File: config.mk
export PLATFORM = sky130hd
export DESIGN_NAME = vpw_frame_transmitter
export DESIGN_NICKNAME = d
export VERILOG_FILES = /design/src/hw/rtl/vpw_pkg.sv /design/src/hw/rtl/vpw_ram.sv /design/src/hw/rtl/vpw_cfg.sv /design/src/hw/rtl/vpw_core.sv /design/src/hw/rtl/vpw_frame_transmitter.sv
export SDC_FILE = /design/constraint.sdc
export NUM_CORES = 1
export LEC_CHECK = 0
export ABC_AREA = 1
export BUFFER_PORTS_ARGS = -buffer_cell sky130_fd_sc_hd__buf_2
export CORE_MARGIN = 3
export CORE_UTILIZATION = 37
export DETAILED_ROUTE_END_ITERATION = 10
export MAX_ROUTING_LAYER = met4
export PLACE_DENSITY = 0.59
export SKIP_LAST_GASP = 1
export SLEW_MARGIN = 20
export SYNTH_ARGS = -nofsm -noshare
export SYNTH_HDL_FRONTEND = slang
export SYNTH_SLANG_ARGS = --single-unit
File: constraint.sdc
create_clock -name clk -period 6.5 [get_ports clk]
set_clock_uncertainty 0.1 [all_clocks]
set_input_delay 1.3 -clock clk [delete_from_list [all_inputs] [get_ports clk]]
set_output_delay 1.3 -clock clk [all_outputs]
set_load 0.02 [all_outputs]
File: src/hw/rtl/vpw_pkg.sv
// Shared types, codes, constants and CRC function of the VPW frame transmitter.
package vpw_pkg;

    localparam int BUFFER_BYTES_DEF = 16;
    localparam int BYTE_W           = 8;
    localparam int S_TDATA_W        = 16;
    localparam int S_TUSER_W        = 2;
    localparam int M_TDATA_W        = 16;
    localparam int CFG_IDX_W        = 3;
    localparam int CFG_DATA_W       = 24;
    localparam int TICK_W           = 16;
    localparam int TIMEOUT_W        = 24;

    localparam logic [7:0] CRC_INIT = 8'hFF;
    localparam logic [7:0] CRC_POLY = 8'h1D;

    typedef enum logic [1:0] {
        OP_LOAD  = 2'd0,
        OP_START = 2'd1,
        OP_TICK  = 2'd2
    } op_t;

    typedef enum logic [CFG_IDX_W-1:0] {
        REG_SOF     = 3'd0,
        REG_EOF     = 3'd1,
        REG_LONG    = 3'd2,
        REG_SHORT   = 3'd3,
        REG_TIMEOUT = 3'd4
    } reg_idx_t;

    typedef enum logic [2:0] {
        ST_IDLE    = 3'd0,
        ST_WAIT    = 3'd1,
        ST_SENDING = 3'd2,
        ST_DONE    = 3'd3,
        ST_TIMEOUT = 3'd4,
        ST_ARB     = 3'd5,
        ST_REJECT  = 3'd6
    } status_t;

    typedef enum logic [7:0] {
        PH_IDLE    = 8'b0000_0001,
        PH_WAIT    = 8'b0000_0010,
        PH_SOF     = 8'b0000_0100,
        PH_BITS    = 8'b0000_1000,
        PH_EOF     = 8'b0001_0000,
        PH_DONE    = 8'b0010_0000,
        PH_TIMEOUT = 8'b0100_0000,
        PH_ARB     = 8'b1000_0000
    } phase_t;

    typedef struct packed {
        logic [TICK_W-1:0]    sof_ticks;
        logic [TICK_W-1:0]    eof_ticks;
        logic [TICK_W-1:0]    long_ticks;
        logic [TICK_W-1:0]    short_ticks;
        logic [TIMEOUT_W-1:0] timeout_ticks;
    } cfg_t;

    typedef struct packed {
        logic [1:0]        op;
        logic [BYTE_W-1:0] data_byte;
        logic              bus_level;
    } item_t;

    typedef struct packed {
        logic              tx_level;
        status_t           status;
        logic [BYTE_W-1:0] frame_crc;
    } result_t;

    // One byte of CRC-8, MSB first, polynomial 0x1D.
    function automatic logic [7:0] crc8_update(input logic [7:0] crc, input logic [7:0] b);
        logic [7:0] r;
        logic       fb;
        r = crc;
        for (int i = 0; i < 8; i++)
        begin
            fb = r[7] ^ b[3'(7 - i)];
            r  = {r[6:0], 1'b0};
            if (fb)
            begin
                r = r ^ CRC_POLY;
            end
        end
        return r;
    endfunction

endpackage

File: src/hw/rtl/vpw_ram.sv
// Generic single-port-write, registered-read RAM.
module vpw_ram
    import vpw_pkg::*;
#(
    parameter int WIDTH = BYTE_W,
    parameter int DEPTH = BUFFER_BYTES_DEF
)
(
    input  logic                     clk,
    input  logic                     wr_en,
    input  logic [$clog2(DEPTH)-1:0] wr_addr,
    input  logic [WIDTH-1:0]         wr_data,
    input  logic [$clog2(DEPTH)-1:0] rd_addr,
    output logic [WIDTH-1:0]         rd_data
);

    logic [WIDTH-1:0] ram_reg [DEPTH];
    logic [WIDTH-1:0] rd_data_reg;

    always_ff @(posedge clk)
    begin
        if (wr_en)
        begin
            ram_reg[wr_addr] <= wr_data;
        end
        rd_data_reg <= ram_reg[rd_addr];
    end

    assign rd_data = rd_data_reg;

endmodule

File: src/hw/rtl/vpw_cfg.sv
// Configuration register file for pulse timing and timeout.
module vpw_cfg
    import vpw_pkg::*;
(
    input  logic                  clk,
    input  logic                  rst_n,
    input  logic                  cfg_valid,
    output logic                  cfg_ready,
    input  logic [CFG_IDX_W-1:0]  cfg_index,
    input  logic [CFG_DATA_W-1:0] cfg_data,
    output cfg_t                  cfg
);

    cfg_t cfg_reg;
    cfg_t cfg_next;

    always_comb
    begin
        cfg_next = cfg_reg;
        if (cfg_valid)
        begin
            unique case (cfg_index)
                REG_SOF:     cfg_next.sof_ticks     = cfg_data[TICK_W-1:0];
                REG_EOF:     cfg_next.eof_ticks     = cfg_data[TICK_W-1:0];
                REG_LONG:    cfg_next.long_ticks    = cfg_data[TICK_W-1:0];
                REG_SHORT:   cfg_next.short_ticks   = cfg_data[TICK_W-1:0];
                REG_TIMEOUT: cfg_next.timeout_ticks = cfg_data[TIMEOUT_W-1:0];
                default:     cfg_next = cfg_reg;
            endcase
        end
    end

    always_ff @(posedge clk or negedge rst_n)
    begin
        if (!rst_n)
        begin
            cfg_reg.sof_ticks     <= 16'd200;
            cfg_reg.eof_ticks     <= 16'd200;
            cfg_reg.long_ticks    <= 16'd128;
            cfg_reg.short_ticks   <= 16'd64;
            cfg_reg.timeout_ticks <= 24'd100000;
        end
        else
        begin
            cfg_reg <= cfg_next;
        end
    end

    assign cfg_ready = 1'b1;
    assign cfg       = cfg_reg;

endmodule

File: src/hw/rtl/vpw_core.sv
// Frame state machine, CRC and frame buffer: one item per step.
module vpw_core
    import vpw_pkg::*;
#(
    parameter int BUFFER_BYTES = BUFFER_BYTES_DEF
)
(
    input  logic    clk,
    input  logic    rst_n,
    input  logic    step,
    input  item_t   item,
    input  cfg_t    cfg,
    output result_t result
);

    localparam int CW = $clog2(BUFFER_BYTES + 1);
    localparam int AW = $clog2(BUFFER_BYTES);

    phase_t               phase_reg, phase_next;
    logic [CW-1:0]        loaded_reg, loaded_next;
    logic [7:0]           crc_reg, crc_next;
    logic [CW-1:0]        byte_idx_reg, byte_idx_next;
    logic [2:0]           bit_idx_reg, bit_idx_next;
    logic [TICK_W-1:0]    pulse_reg, pulse_next;
    logic [TICK_W-1:0]    idle_reg, idle_next;
    logic [TIMEOUT_W-1:0] wait_reg, wait_next;
    logic                 drive_reg, drive_next;
    logic [7:0]           cur_byte_reg, cur_byte_next;

    logic                 wr_en;
    logic [AW-1:0]        wr_addr;
    logic [AW-1:0]        rd_addr;
    logic [7:0]           rd_data;
    logic [CW:0]          idx_inc;

    logic                 busy;
    logic                 reject;
    logic [7:0]           tx_byte;
    logic                 use_long;
    logic [TICK_W-1:0]    bit_ticks;
    logic [TICK_W-1:0]    pulse_inc;
    logic [TICK_W-1:0]    idle_inc;
    logic [CW-1:0]        load_base;
    logic [7:0]           crc_base;
    logic [2:0]           bit_dec;
    status_t              phase_status;

    vpw_ram #(
        .WIDTH (BYTE_W),
        .DEPTH (BUFFER_BYTES)
    ) u_buf (
        .clk     (clk),
        .wr_en   (wr_en),
        .wr_addr (wr_addr),
        .wr_data (item.data_byte),
        .rd_addr (rd_addr),
        .rd_data (rd_data)
    );

    // Prefetch the byte after the current one; while waiting or in SOF, prefetch byte zero.
    // Each byte spans at least eight steps, so the registered read is ready in time.
    assign idx_inc = {1'b0, byte_idx_reg} + (CW+1)'(1);
    assign rd_addr = (phase_reg == PH_BITS && idx_inc < (CW+1)'(BUFFER_BYTES))
                   ? idx_inc[AW-1:0] : '0;

    assign busy = (phase_reg == PH_WAIT) || (phase_reg == PH_SOF) ||
                  (phase_reg == PH_BITS) || (phase_reg == PH_EOF);

    // Past the loaded bytes the CRC byte goes out.
    assign tx_byte   = (byte_idx_reg < loaded_reg) ? cur_byte_reg : ~crc_reg;
    // Odd bit positions are passive: long for a one; active positions are short for a one.
    assign use_long  = (tx_byte[bit_idx_reg] == bit_idx_reg[0]);
    assign bit_ticks = use_long ? cfg.long_ticks : cfg.short_ticks;
    assign pulse_inc = pulse_reg + TICK_W'(1);
    assign idle_inc  = !item.bus_level ? '0 :
                       (&idle_reg) ? idle_reg : idle_reg + TICK_W'(1);
    assign bit_dec   = bit_idx_reg - 3'd1;

    // A finished frame is dropped by the next load.
    assign load_base = (phase_reg != PH_IDLE) ? '0 : loaded_reg;
    assign crc_base  = (phase_reg != PH_IDLE) ? CRC_INIT : crc_reg;
    assign wr_addr   = load_base[AW-1:0];

    always_comb
    begin
        phase_next    = phase_reg;
        loaded_next   = loaded_reg;
        crc_next      = crc_reg;
        byte_idx_next = byte_idx_reg;
        bit_idx_next  = bit_idx_reg;
        pulse_next    = pulse_reg;
        idle_next     = idle_reg;
        wait_next     = wait_reg;
        drive_next    = drive_reg;
        cur_byte_next = cur_byte_reg;
        reject        = 1'b0;
        wr_en         = 1'b0;

        if (step)
        begin
            unique case (item.op)
                OP_LOAD:
                begin
                    if (busy || load_base >= CW'(BUFFER_BYTES))
                    begin
                        reject = 1'b1;
                    end
                    else
                    begin
                        wr_en       = 1'b1;
                        phase_next  = PH_IDLE;
                        loaded_next = load_base + CW'(1);
                        crc_next    = crc8_update(crc_base, item.data_byte);
                    end
                end
                OP_START:
                begin
                    if (busy)
                    begin
                        reject = 1'b1;
                    end
                    else
                    begin
                        phase_next    = PH_WAIT;
                        idle_next     = '0;
                        wait_next     = '0;
                        pulse_next    = '0;
                        byte_idx_next = '0;
                        bit_idx_next  = 3'd7;
                        drive_next    = 1'b1;
                    end
                end
                OP_TICK:
                begin
                    unique case (phase_reg)
                        PH_WAIT:
                        begin
                            // Idle check wins over timeout.
                            idle_next = idle_inc;
                            if (idle_inc >= cfg.eof_ticks)
                            begin
                                phase_next = PH_SOF;
                                drive_next = 1'b0;
                                pulse_next = '0;
                            end
                            else if (wait_reg >= cfg.timeout_ticks)
                            begin
                                phase_next = PH_TIMEOUT;
                                drive_next = 1'b1;
                            end
                            else
                            begin
                                wait_next = wait_reg + TIMEOUT_W'(1);
                            end
                        end
                        PH_SOF:
                        begin
                            pulse_next = pulse_inc;
                            if (pulse_inc >= cfg.sof_ticks)
                            begin
                                phase_next    = PH_BITS;
                                byte_idx_next = '0;
                                bit_idx_next  = 3'd7;
                                drive_next    = 1'b1;
                                pulse_next    = '0;
                                cur_byte_next = rd_data;
                            end
                        end
                        PH_BITS:
                        begin
                            if (drive_reg && !item.bus_level)
                            begin
                                phase_next = PH_ARB;
                                drive_next = 1'b1;
                            end
                            else
                            begin
                                pulse_next = pulse_inc;
                                if (pulse_inc >= bit_ticks)
                                begin
                                    pulse_next = '0;
                                    if (bit_idx_reg != 3'd0)
                                    begin
                                        bit_idx_next = bit_dec;
                                        drive_next   = bit_dec[0];
                                    end
                                    else if (byte_idx_reg < loaded_reg)
                                    begin
                                        byte_idx_next = byte_idx_reg + CW'(1);
                                        bit_idx_next  = 3'd7;
                                        drive_next    = 1'b1;
                                        cur_byte_next = rd_data;
                                    end
                                    else
                                    begin
                                        phase_next = PH_EOF;
                                        drive_next = 1'b1;
                                    end
                                end
                            end
                        end
                        PH_EOF:
                        begin
                            if (!item.bus_level)
                            begin
                                phase_next = PH_ARB;
                            end
                            else
                            begin
                                pulse_next = pulse_inc;
                                if (pulse_inc >= cfg.eof_ticks)
                                begin
                                    phase_next = PH_DONE;
                                end
                            end
                        end
                        default:
                        begin
                            phase_next = phase_reg;
                        end
                    endcase
                end
                default:
                begin
                    reject = 1'b1;
                end
            endcase
        end
    end

    always_comb
    begin
        unique case (phase_next)
            PH_IDLE:    phase_status = ST_IDLE;
            PH_WAIT:    phase_status = ST_WAIT;
            PH_SOF:     phase_status = ST_SENDING;
            PH_BITS:    phase_status = ST_SENDING;
            PH_EOF:     phase_status = ST_SENDING;
            PH_DONE:    phase_status = ST_DONE;
            PH_TIMEOUT: phase_status = ST_TIMEOUT;
            PH_ARB:     phase_status = ST_ARB;
            default:    phase_status = ST_IDLE;
        endcase
    end

    assign result.tx_level  = drive_next;
    assign result.status    = reject ? ST_REJECT : phase_status;
    assign result.frame_crc = ~crc_next;

    always_ff @(posedge clk or negedge rst_n)
    begin
        if (!rst_n)
        begin
            phase_reg    <= PH_IDLE;
            loaded_reg   <= '0;
            crc_reg      <= CRC_INIT;
            byte_idx_reg <= '0;
            bit_idx_reg  <= 3'd7;
            pulse_reg    <= '0;
            idle_reg     <= '0;
            wait_reg     <= '0;
            drive_reg    <= 1'b1;
        end
        else
        begin
            phase_reg    <= phase_next;
            loaded_reg   <= loaded_next;
            crc_reg      <= crc_next;
            byte_idx_reg <= byte_idx_next;
            bit_idx_reg  <= bit_idx_next;
            pulse_reg    <= pulse_next;
            idle_reg     <= idle_next;
            wait_reg     <= wait_next;
            drive_reg    <= drive_next;
        end
    end

    always_ff @(posedge clk)
    begin
        cur_byte_reg <= cur_byte_next;
    end

endmodule

File: src/hw/rtl/vpw_frame_transmitter.sv
// Top level of the VPW frame transmitter: input register, core step, result register.
// A transfer taken on s_axis passes the input register, then the result register, to m_axis;
// throughput is one item per cycle while m_axis takes results, set by the single-step core.
// The result register lets the next item enter while a result waits on m_axis.
// Reset (rst_n, async, active low) empties both registers, loads the timing defaults and
// returns the sender to idle with an empty buffer; buffer RAM contents are not cleared.
module vpw_frame_transmitter
    import vpw_pkg::*;
#(
    parameter int BUFFER_BYTES = BUFFER_BYTES_DEF
)
(
    input  logic                  clk,
    input  logic                  rst_n,
    // Input stream.
    input  logic                  s_axis_tvalid,
    output logic                  s_axis_tready,
    input  logic [S_TDATA_W-1:0]  s_axis_tdata,   // [7:0] data_byte, [8] bus_level, rest zero
    input  logic [S_TUSER_W-1:0]  s_axis_tuser,   // [1:0] op
    // Result stream.
    output logic                  m_axis_tvalid,
    input  logic                  m_axis_tready,
    output logic [M_TDATA_W-1:0]  m_axis_tdata,   // [0] tx_level, [3:1] status, [11:4] frame_crc
    // Configuration write channel.
    input  logic                  cfg_valid,
    output logic                  cfg_ready,
    input  logic [CFG_IDX_W-1:0]  cfg_index,
    input  logic [CFG_DATA_W-1:0] cfg_data
);

    logic    in_valid_reg;
    item_t   item_reg;
    logic    out_valid_reg;
    result_t out_reg;
    result_t result;
    cfg_t    cfg;
    logic    advance;

    // Step the core whenever an item is held and the result register is free or draining.
    assign advance       = in_valid_reg && (!out_valid_reg || m_axis_tready);
    assign s_axis_tready = !in_valid_reg || advance;

    always_ff @(posedge clk or negedge rst_n)
    begin
        if (!rst_n)
        begin
            in_valid_reg  <= 1'b0;
            out_valid_reg <= 1'b0;
        end
        else
        begin
            if (s_axis_tready)
            begin
                in_valid_reg <= s_axis_tvalid;
            end
            if (advance)
            begin
                out_valid_reg <= 1'b1;
            end
            else if (m_axis_tready)
            begin
                out_valid_reg <= 1'b0;
            end
        end
    end

    // Payload: capture on each input transfer, hold the result until it is taken.
    always_ff @(posedge clk)
    begin
        if (s_axis_tready && s_axis_tvalid)
        begin
            item_reg.op        <= s_axis_tuser[1:0];
            item_reg.data_byte <= s_axis_tdata[7:0];
            item_reg.bus_level <= s_axis_tdata[8];
        end
        if (advance)
        begin
            out_reg <= result;
        end
    end

    vpw_cfg u_cfg (
        .clk       (clk),
        .rst_n     (rst_n),
        .cfg_valid (cfg_valid),
        .cfg_ready (cfg_ready),
        .cfg_index (cfg_index),
        .cfg_data  (cfg_data),
        .cfg       (cfg)
    );

    vpw_core #(
        .BUFFER_BYTES (BUFFER_BYTES)
    ) u_core (
        .clk    (clk),
        .rst_n  (rst_n),
        .step   (advance),
        .item   (item_reg),
        .cfg    (cfg),
        .result (result)
    );

    assign m_axis_tvalid = out_valid_reg;
    assign m_axis_tdata  = {4'b0000, out_reg.frame_crc, out_reg.status, out_reg.tx_level};

endmodule

# Word-level counts from Yosys, hierarchy flattened
# Memories as Yosys holds them, arrays and structs flattened. A register that Yosys moved wholly into a read port is not among the register bits.
# Cells that the tools add are included.
totals:
  register_bits: 207
  latchBits: 0
  mem_bits_rw: 128
  romBits: 0
  in_bits: 50
  out_inout_bits: 19
  wordCells: 223
  memories: 1
memory_table:
  columns: ["name", "depth", "width", "read_ports", "rd_ports_with_merged_regs", "wr", "line", "source"]
  rows:
  - ["u_core.u_buf.ram_reg", 16, 8, 1, 1, 1, "vpw_ram.sv:17", "logic [WIDTH-1:0] ram_reg [DEPTH];"]
classes:
  add_sub_neg: 7
  multipliers: 0
  n_div: 0
  n_lt_le_gt_ge: 9
  n_eq_ne: 38
  shifts: 0
  mux: 101
  bitwise_logic: 11
  n_reduce_logical: 33
ops:
  columns: ["cell", "count"]
  rows:
  - ["$mux W8", 33]
  - ["$mux W16", 10]
  - ["$mux W24", 4]
  - ["$ge A16 B16 Y1", 4]
  - ["$pmux W16 S2", 2]
  - ["$pmux W16 S4", 1]
  - ["$mux W5", 11]
  - ["$pmux W24 S2", 1]
  - ["$add A16 B1 Y16 const B", 2]
  - ["$pmux W8 S4", 1]
  - ["$add A24 B1 Y24 const B", 1]
  - ["$ge A24 B24 Y1", 1]
  - ["$pmux W8 S3", 1]
  - ["$ne A3 B3 Y1 const B", 7]
  - ["$pmux W5 S2", 2]
  - ["$mux W1", 19]
  - ["$mux W3", 6]
  - ["$eq A8 B2 Y1 const B", 2]
  - ["$eq A8 B3 Y1 const B", 2]
  - ["$eq A8 B4 Y1 const B", 2]
  - ["$eq A8 B5 Y1 const B", 2]
  - ["$ne A2 B2 Y1 const B", 8]
  - ["$not A4 Y4", 4]
  - ["$not A8 Y8", 2]
  - ["other kinds (46)", 71]

# Logic depth before layout (Yosys ltp)
# Gate-level depths: netlist of run 1.
logic_depth:
  word_depth: 29
  depth_mapped: 38

# By module
# A second synthesis of run 1 with hierarchy kept.
hier_totals:
  hier_cells: 2171
  area_unflattened_um2: 18790.5
modules_own_cells:
  columns: ["mod", "n_inst", "cells_each", "area_each_um2", "seq_area_each_um2"]
  rows:
  - ["vpw_core", 1, 1187, 8679.6, 2408.6]
  - ["vpw_ram", 1, 551, 5766.8, 4003.8]
  - ["vpw_cfg", 1, 393, 3524.6, 2219.6]
  - ["vpw_frame_transmitter", 1, 40, 819.5, 740.7]

# Least setup slack after synthesis of run 1
# No wires, ideal clock.
synth_timing:
  kind: "register -> register"
  from: "register u_core.byte_idx_reg[2]"
  to: "register u_core.cur_byte_reg[0] (enable)"
  setup_ns: 0.386
  arrival_ns: 3.926
  required_time_ns: 6.014
  path_slack_ns: 2.088
  path_stages_with_launch: 24
  path_buffers: 2
  synth_period_minus_slack_ns: 4.412
  path_cell_list: "dfrtp_1 -> ha_1 -> nand2_1 -> inv_1 -> o21ai_0 -> nand3_2 -> inv_1 -> buf_4 -> nand2_1 -> o21ai_0 -> o21ai_0 -> o221ai_1 -> nand2_2 -> buf_4 -> mux2i_1 -> ha_1 -> nand2_1 -> inv_1 -> nand3_1 -> nor2_1 -> nand3_1 -> nand3_1 -> nand3_1 -> a211oi_1"
synth_between:
  elab_chain_len: 9
  elab_cells_between_ends: 10
  cone_classes: "order compare (2); eq/ne (3); mux (4); reduce/logical (1)"
synth_rtl:
  columns: ["element", "line", "source"]
  rows:
  - ["start: declaration", "vpw_core.sv:22", "logic [CW-1:0] byte_idx_reg, byte_idx_next;"]
  - ["start signal: assignment", "vpw_core.sv:269", "byte_idx_reg <= byte_idx_next;"]
  - ["$lt A5 B5 Y1 *", "vpw_core.sv:70, vpw_core.sv:187", null]
  - ["$mux W8", "vpw_core.sv:70", "assign tx_byte = (byte_idx_reg < loaded_reg) ? cur_byte_reg : ~crc_reg;"]
  - ["$bmux W1 S3", "vpw_core.sv:72", "assign use_long = (tx_byte[bit_idx_reg] == bit_idx_reg[0]);"]
  - ["$mux W1 (implied by the code)", "vpw_core.sv:72", null]
  - ["$eq A1 B1 Y1", "vpw_core.sv:72", null]
  - ["$mux W16", "vpw_core.sv:73", "assign bit_ticks = use_long ? cfg.long_ticks : cfg.short_ticks;"]
  - ["$ge A16 B16 Y1", "vpw_core.sv:179", "if (pulse_inc >= bit_ticks)"]
  - ["$ne A2 B2 Y1 (no line)", null, null]
  - ["$reduce_and A8 Y1 (no line) *", null, null]
  - ["end signal: assignment", "vpw_core.sv:280", "cur_byte_reg <= cur_byte_next;"]
  - ["end: declaration", "vpw_core.sv:28", "logic [7:0] cur_byte_reg, cur_byte_next;"]
# Every way passes the cells marked *; elsewhere a longest branch is shown, timed or not. The select of a mux whose other input is x is not followed.
# A chain may end at the register's enable or synchronous reset.

# Worst setup path after layout of run 1
layout_timing:
  from: "register u_core.byte_idx_reg[2]"
  to: "register u_core.pulse_reg[11]"
layout_between:
  elab_chain_len: 11
layout_rtl:
  columns: ["element", "line", "source"]
  rows:
  - ["$lt A5 B5 Y1", "vpw_core.sv:70", null]
  - ["$mux W8", "vpw_core.sv:70", null]
  - ["$bmux W1 S3", "vpw_core.sv:72", null]
  - ["$mux W1 (implied by the code)", "vpw_core.sv:72", null]
  - ["$eq A1 B1 Y1", "vpw_core.sv:72", null]
  - ["$mux W16", "vpw_core.sv:73", null]
  - ["$ge A16 B16 Y1", "vpw_core.sv:179", null]
  - ["$mux W16", "vpw_core.sv:179", null]
  - ["$mux W16", "vpw_core.sv:171", "if (drive_reg && !item.bus_level)"]
  - ["$pmux W16 S4", "vpw_core.sv:135", "unique case (phase_reg)"]
  - ["$pmux W16 S2", "vpw_core.sv:101", "unique case (item.op)"]
  - ["end signal: assignment", "vpw_core.sv:271", "pulse_reg <= pulse_next;"]
  - ["end: declaration", "vpw_core.sv:24", "logic [TICK_W-1:0] pulse_reg, pulse_next;"]
# No other way between the ends. The select of a mux whose other input is x is not followed.

==> results of run 1 <==
[metal layers]
| layer | share of wire [%] | wire, um | global-route usage, % |
|---|---|---|---|
| met2 | 47 | 21100 | 29.3 |
| met4 | 2.3 | 1000 | 4.32 |
| met1 | 45 | 20200 | 23.4 |
| met3 | 4.8 | 2150 | 2.46 |
| met5 | 0 | 0 | - |
[where the power goes]
group	switching, mW	internal, mW	total [mW]
Combinational	1.14	0.548	1.69
Sequential	0.166	2.57	2.73
Clock	0.872	1.32	2.20
[layout by cell type, fill, tap and decap left out, types with 26 or more instances in the layout]
| master | count |
|---|---|
| o21ai_0 | 173 |
| nor3_1 | 30 |
| clkbuf_16 | 38 |
| nand2_1 | 392 |
| nand3_1 | 87 |
| inv_1 | 252 |
| dfrtp_1 | 149 |
| nand4_1 | 26 |
| buf_2 | 55 |
| nor2_1 | 123 |
| edfxtp_1 | 159 |
| dfstp_2 | 27 |
| a21oi_1 | 91 |
| ha_1 | 106 |
| xor2_1 | 36 |
[cells by family after synthesis]
kind of cell	count (synthesis)	synth area share, %
buffers and inverters	320	6.99
xor gates and xnor gates	48	2.34
DFF	343	52.1
adders and majority gates	106	7.38
other	2	0.0418
and+or+nand+nor	726	17.7
AOI/OAI and AO/OA	379	12.6
muxes	16	0.891
[through the flow]
step	power, mW	setup WS, ps	hold slack (ps)
2_1_floorplan	3.98	2090	286
3_3_place_gp	4.42	1180	287
3_5_place_dp	4.46	1010	289
4_1_cts	6.68	978	301
5_1_grt	7.00	534	299
6_report	6.62	898	299
[path summary, 6_finish.rpt]
path	start	endpoint	slack [ps]
worst max-delay path	u_core.byte_idx_reg[2]	u_core.pulse_reg[11]	900
worst min-delay path	u_core.u_buf.rd_data[5]	u_core.cur_byte_reg[5]	300
worst max register to register	u_core.byte_idx_reg[2]	u_core.pulse_reg[11]	900
worst min register to register	u_core.u_buf.rd_data[5]	u_core.cur_byte_reg[5]	300
max in group asynchronous	rst_n	u_cfg.cfg[22]	4390
min in group asynchronous	rst_n	u_cfg.cfg[35]	640
[cell type report]
cell class              count  area (sq um)  area share, %
well taps                 615           769           3.82
multi-input cells        1280          7390           36.7
clock inverters            14           224           1.11
inverters                 262           983           4.88
repair buffers             67           369           1.83
flip-flops and latches    343          9370           46.5
clock buffers              48          1030           5.13
==> flow_summary.ini, run 1 <==
[yosys]
synth.distinct_cells = 58
synth_common_cells = nand2_1 (393), inv_1 (252), o21ai_0 (173)
synth-seq-cells = 343
syn_avg_cell_area_sq_um = 9.27
synthCells = 1940
synth_top_area_cell = edfxtp_1
yosysSeqAreaShare_pct = 52.1
synthFlopType = edfxtp_1
synth_top_area_share_pct = 26.6
async_flop_share_pct = 51.3
synthesis.area_sq_mm = 0.0180
yosys_warnings = 0
synth_edf_count = 159
synth_most_common_cell = nand2_1
synth_area_leaders = edfxtp_1 (27%), dfrtp_1 (21%), nand2_1 (8.2%), ha_1 (7.4%), inv_1 (5.3%)

[placement]
numPortBuffers = 56
gp_congestion = 0.872
placed_cell_area_sq_mm = 0.0189
placed_cells = 2567
hpwl_mm = 31.3

[critical_path]
crit_chain = ha_1 > nand2_1 > inv_1 > o21ai_0 > nand3_2 > inv_1 > nand2_1 > o21ai_0 > o21ai_0 > o221ai_1 > nand2_2 > buf_4 > mux2i_1 > ha_1 > a21oi_1 > nor2_1 > nor2_1 > nand2_1 > nand2_1 > nand3_1 > nor2_1 > o2111ai_4 > o21ai_0
slowest_delay_ps = 530
critPathMaxFanout = 16
cp-end-kind = register
crit_path_top_delay_cell = o221ai_1
r2r_cells = 23
worstSetupStartpointType = register
crit_family = simple AND/OR/NAND/NOR gates
crit_type = register to register
path_depth = 23
worst-path-buf-inv = 3
critPathArrivalTime_ps = 5940
required_ps = 6840

[sta]
setup_violations = 0
finalCritPeriodShare_pct = 86.2
slew_headroom_pct = 23.4
rsz0062_at_grt = false
report.final.hold_viol_count = 0
final.min_clock_period_ps = 5600
tns_ps = 0
finalMaxSlewViolations = 0
fmax_mhz = 179
worst_pin_slew_ps = 1150

[finish]
syn2layout_area_growth_pct = 12.0
fill_cells = 4646
final_util_pct = 42.1
fin_area_sq_mm = 0.0201
antenna_cells = 0
nets = 2146
stdcell_count = 2629
largest_reg_flops = 128
drive_gt1_share_pct = 11.1

[cts]
postCtsHoldBufs = 0
clk_latency_ps = 540
cts-root-buf = clkbuf_16
post-cts-setup-buffers = 0
cts_tree = done
htree_levels = 2
clk_pin_slew_ps = 60
ctsLongestPathBuffers = 3
clkSinkCount = 343
numCtsBuffers = 36
cts_resized = 0

[route]
post-route-drc-count = 0
via_count = 13444
postRouteAntennaNets = 0
routedWlPerCell_um = 16.9
firstDrtPassIters = 5
totalWireLength_mm = 44.5
vias_per_cell = 5.11
drt_iter0_markers = 992

[floorplanning]
die-area_sq_mm = 0.0513
die_w_um = 226
die_y_um = 226
rows = 80
pin_count = 69
core_region_area_sq_mm = 0.0478
initial_utilization_pct = 37.6

[global_routing]
grt_overflow = 0
grt_pass1_vias = 12891
grt_max_degree = 65
grt_pass1_wl_mm = 70.1
grt_usage_pct = 17.8
antenna_found_initial = 0

[run]
cap_violations = 0

[pwr]
p_per_area_mw_per_mm2 = 329
vdd_ir_drop_max_mv = 0.221
power_leakage_nw = 8.94

[status]
outcome = finished, final reports clean

[worst_hold_path]
hold_depth = 0
hold_path_class = register to register
(Power assumes the default switching activity.)
==> run 2: changes to the inputs <==
- clock period: 6.5 -> 6.3 ns (I/O delays scaled with it)
==> run 2 against run 1 <==
Effect of this change: hold slack is essentially flat; final cell count grew 0.23%; wire length shrank 0.62%; critical endpoint is now u_core.pulse_reg[10]; via count grew 1.2%; maximum frequency grew 2.8%; power grew 1.8%; largest power group unchanged; die area is the same.
==> flow_summary.ini, run 2 (synthesis gave the netlist of run 1 again) <==
[status]
outcome = finished, final reports clean

[critical_path]
worstSetupStartpointType = register
critPathArrivalTime_ps = 5790
worst-path-buf-inv = 3
crit_family = compound AO/OA/AOI/OAI gates
crit_chain = ha_1 > nand2_1 > inv_1 > o21ai_0 > nand3_2 > inv_1 > nand2_1 > o21ai_0 > o21ai_0 > o221ai_1 > nand2_2 > buf_4 > mux2i_1 > ha_1 > a21oi_1 > nor2_1 > nor2_1 > nand2_1 > nand2_1 > nand3_1 > nor2_1 > o2111ai_4 > o21ai_0
required_ps = 6640
cp-end-kind = register
crit_type = register to register
slowest_delay_ps = 490
crit_path_top_delay_cell = o221ai_1
critPathMaxFanout = 16

[global_routing]
grt_pass1_vias = 13004
grt_overflow = 0
grt_usage_pct = 17.7
grt_max_degree = 74
antenna_found_initial = 2
grt_pass1_wl_mm = 69.7

[floorplanning]
die_w_um = 226
die_y_um = 226
pin_count = 69
die-area_sq_mm = 0.0513
rows = 80
core_region_area_sq_mm = 0.0478
initial_utilization_pct = 37.6

[pwr]
p_comb_share_pct = 26.1
power_frac_clock_pct = 31.9
switching_share_pct = 33.9
p_switching_mw = 2.28
power_frac_seq_pct = 42.0
p_per_area_mw_per_mm2 = 336
vdd_ir_drop_max_mv = 0.221
power_leakage_nw = 8.91
internal_power_mw = 4.46

[route]
routedWlPerCell_um = 16.8
vias_per_cell = 5.16
totalWireLength_mm = 44.2
drt_iter0_markers = 934
post-route-drc-count = 0
firstDrtPassIters = 5
postRouteAntennaNets = 0
via_count = 13602

[sta]
tns_ps = 0
setup_violations = 0
fmax_mhz = 183
slew_headroom_pct = 30.1
finalMaxSlewViolations = 0
final.min_clock_period_ps = 5450
report.final.hold_viol_count = 0
rsz0062_at_grt = false
finalCritPeriodShare_pct = 86.5
worst_pin_slew_ps = 1040

[finish]
largest_reg_flops = 128
layout_commonest_cell = nand2_1
fill_cells = 4710
final_cell_mix = nand2_1 (392), inv_1 (251), o21ai_0 (173), edfxtp_1 (159), dfrtp_1 (149)
final_util_pct = 42.0
drive_gt1_share_pct = 11.1
nets = 2147
syn2layout_area_growth_pct = 11.7

[cts]
post-cts-setup-buffers = 0
clkSinkCount = 343
clk_pin_slew_ps = 60
cts-root-buf = clkbuf_16
postCtsHoldBufs = 0
cts_tree = done
cts_resized = 0
numCtsBuffers = 36
ctsLongestPathBuffers = 3
clk_latency_ps = 540
htree_levels = 2

[placement]
numPortBuffers = 56
gp_congestion = 0.873
hpwl_mm = 31.4

[worst_hold_path]
hold_path_class = register to register

[run]
cap_violations = 0
[run 2: changes by cell type in the layout (fill, tap and decap cells not counted), sizes merged]
cell / before / now
clkinv: 10 / 19
clkbuf: 48 / 42
clkinvlp: 0 / 3
buf: 67 / 68
bufinv: 5 / 4
diode: 0 / 1
inv: 261 / 260
[run 2: worst paths after layout]
kind | start | end | slack [ps] | cells after the start
hold / removal | u_core.u_buf.rd_data[4] | u_core.cur_byte_reg[4] | 300 | 0
max in group asynchronous | rst_n | in_valid_reg | 4260 | 2
setup / recovery | u_core.byte_idx_reg[2] | u_core.pulse_reg[10] | 850 | 23
setup reg to reg | u_core.byte_idx_reg[2] | u_core.pulse_reg[10] | 850 | 23
hold reg to reg | u_core.u_buf.rd_data[4] | u_core.cur_byte_reg[4] | 300 | 0
min in group asynchronous | rst_n | u_cfg.cfg[37] | 630 | 1
[run 2: metrics by stage]
step	power [mW]	setup slack, ps	hold WS (ps)	cell area [sq um]	instances
floorplan	4.11	1890	286	18000	1943
finish	6.74	848	299	20100	2635
detailed placement	4.62	908	291	18900	2568
CTS	6.80	883	304	20100	2634
global route	7.14	431	313	20100	2635
global placement	4.57	1020	291	18900	2568
[run 2: power by group through the flow]
stage	Combinational [mW]	Clock [mW]	Sequential, mW
2_1_floorplan	1.29	0	2.83
3_3_place_gp	1.71	0	2.86
3_5_place_dp	1.75	0	2.87
4_1_cts	1.76	2.21	2.83
5_1_grt	1.99	2.30	2.86
6_report	1.76	2.15	2.83
[run 2: per-layer routing]
metal	global-route usage [%]	share of wire, %	vias to the layer above
met1	23.4	46	6527
met4	4.71	2.3	0
met2	28.5	47	342
li1	-	-	6672
met5	-	0	-
met3	2.71	5.1	61
[run 2: area by class of cell]
type,instances,area [sq um],share of cell area (%)
diodes,1,2.50,0.0125
clock buffers,42,933,4.65
clock inverters,24,256,1.28
inverters,262,983,4.90
multi-input cells,1280,7390,36.8
flip-flops and latches,343,9370,46.7
well taps,615,769,3.83
repair buffers,68,377,1.88
[run 2: worst register-to-register path: cells and delay by family (launching register included)]
kind	cells	cell delay, ps
DFF	1	440
buffers and inverters	3	620
AOI/OAI and AO/OA	7	1680
and+or+nand+nor	10	1670
adders and majority gates	2	620
muxes	1	240
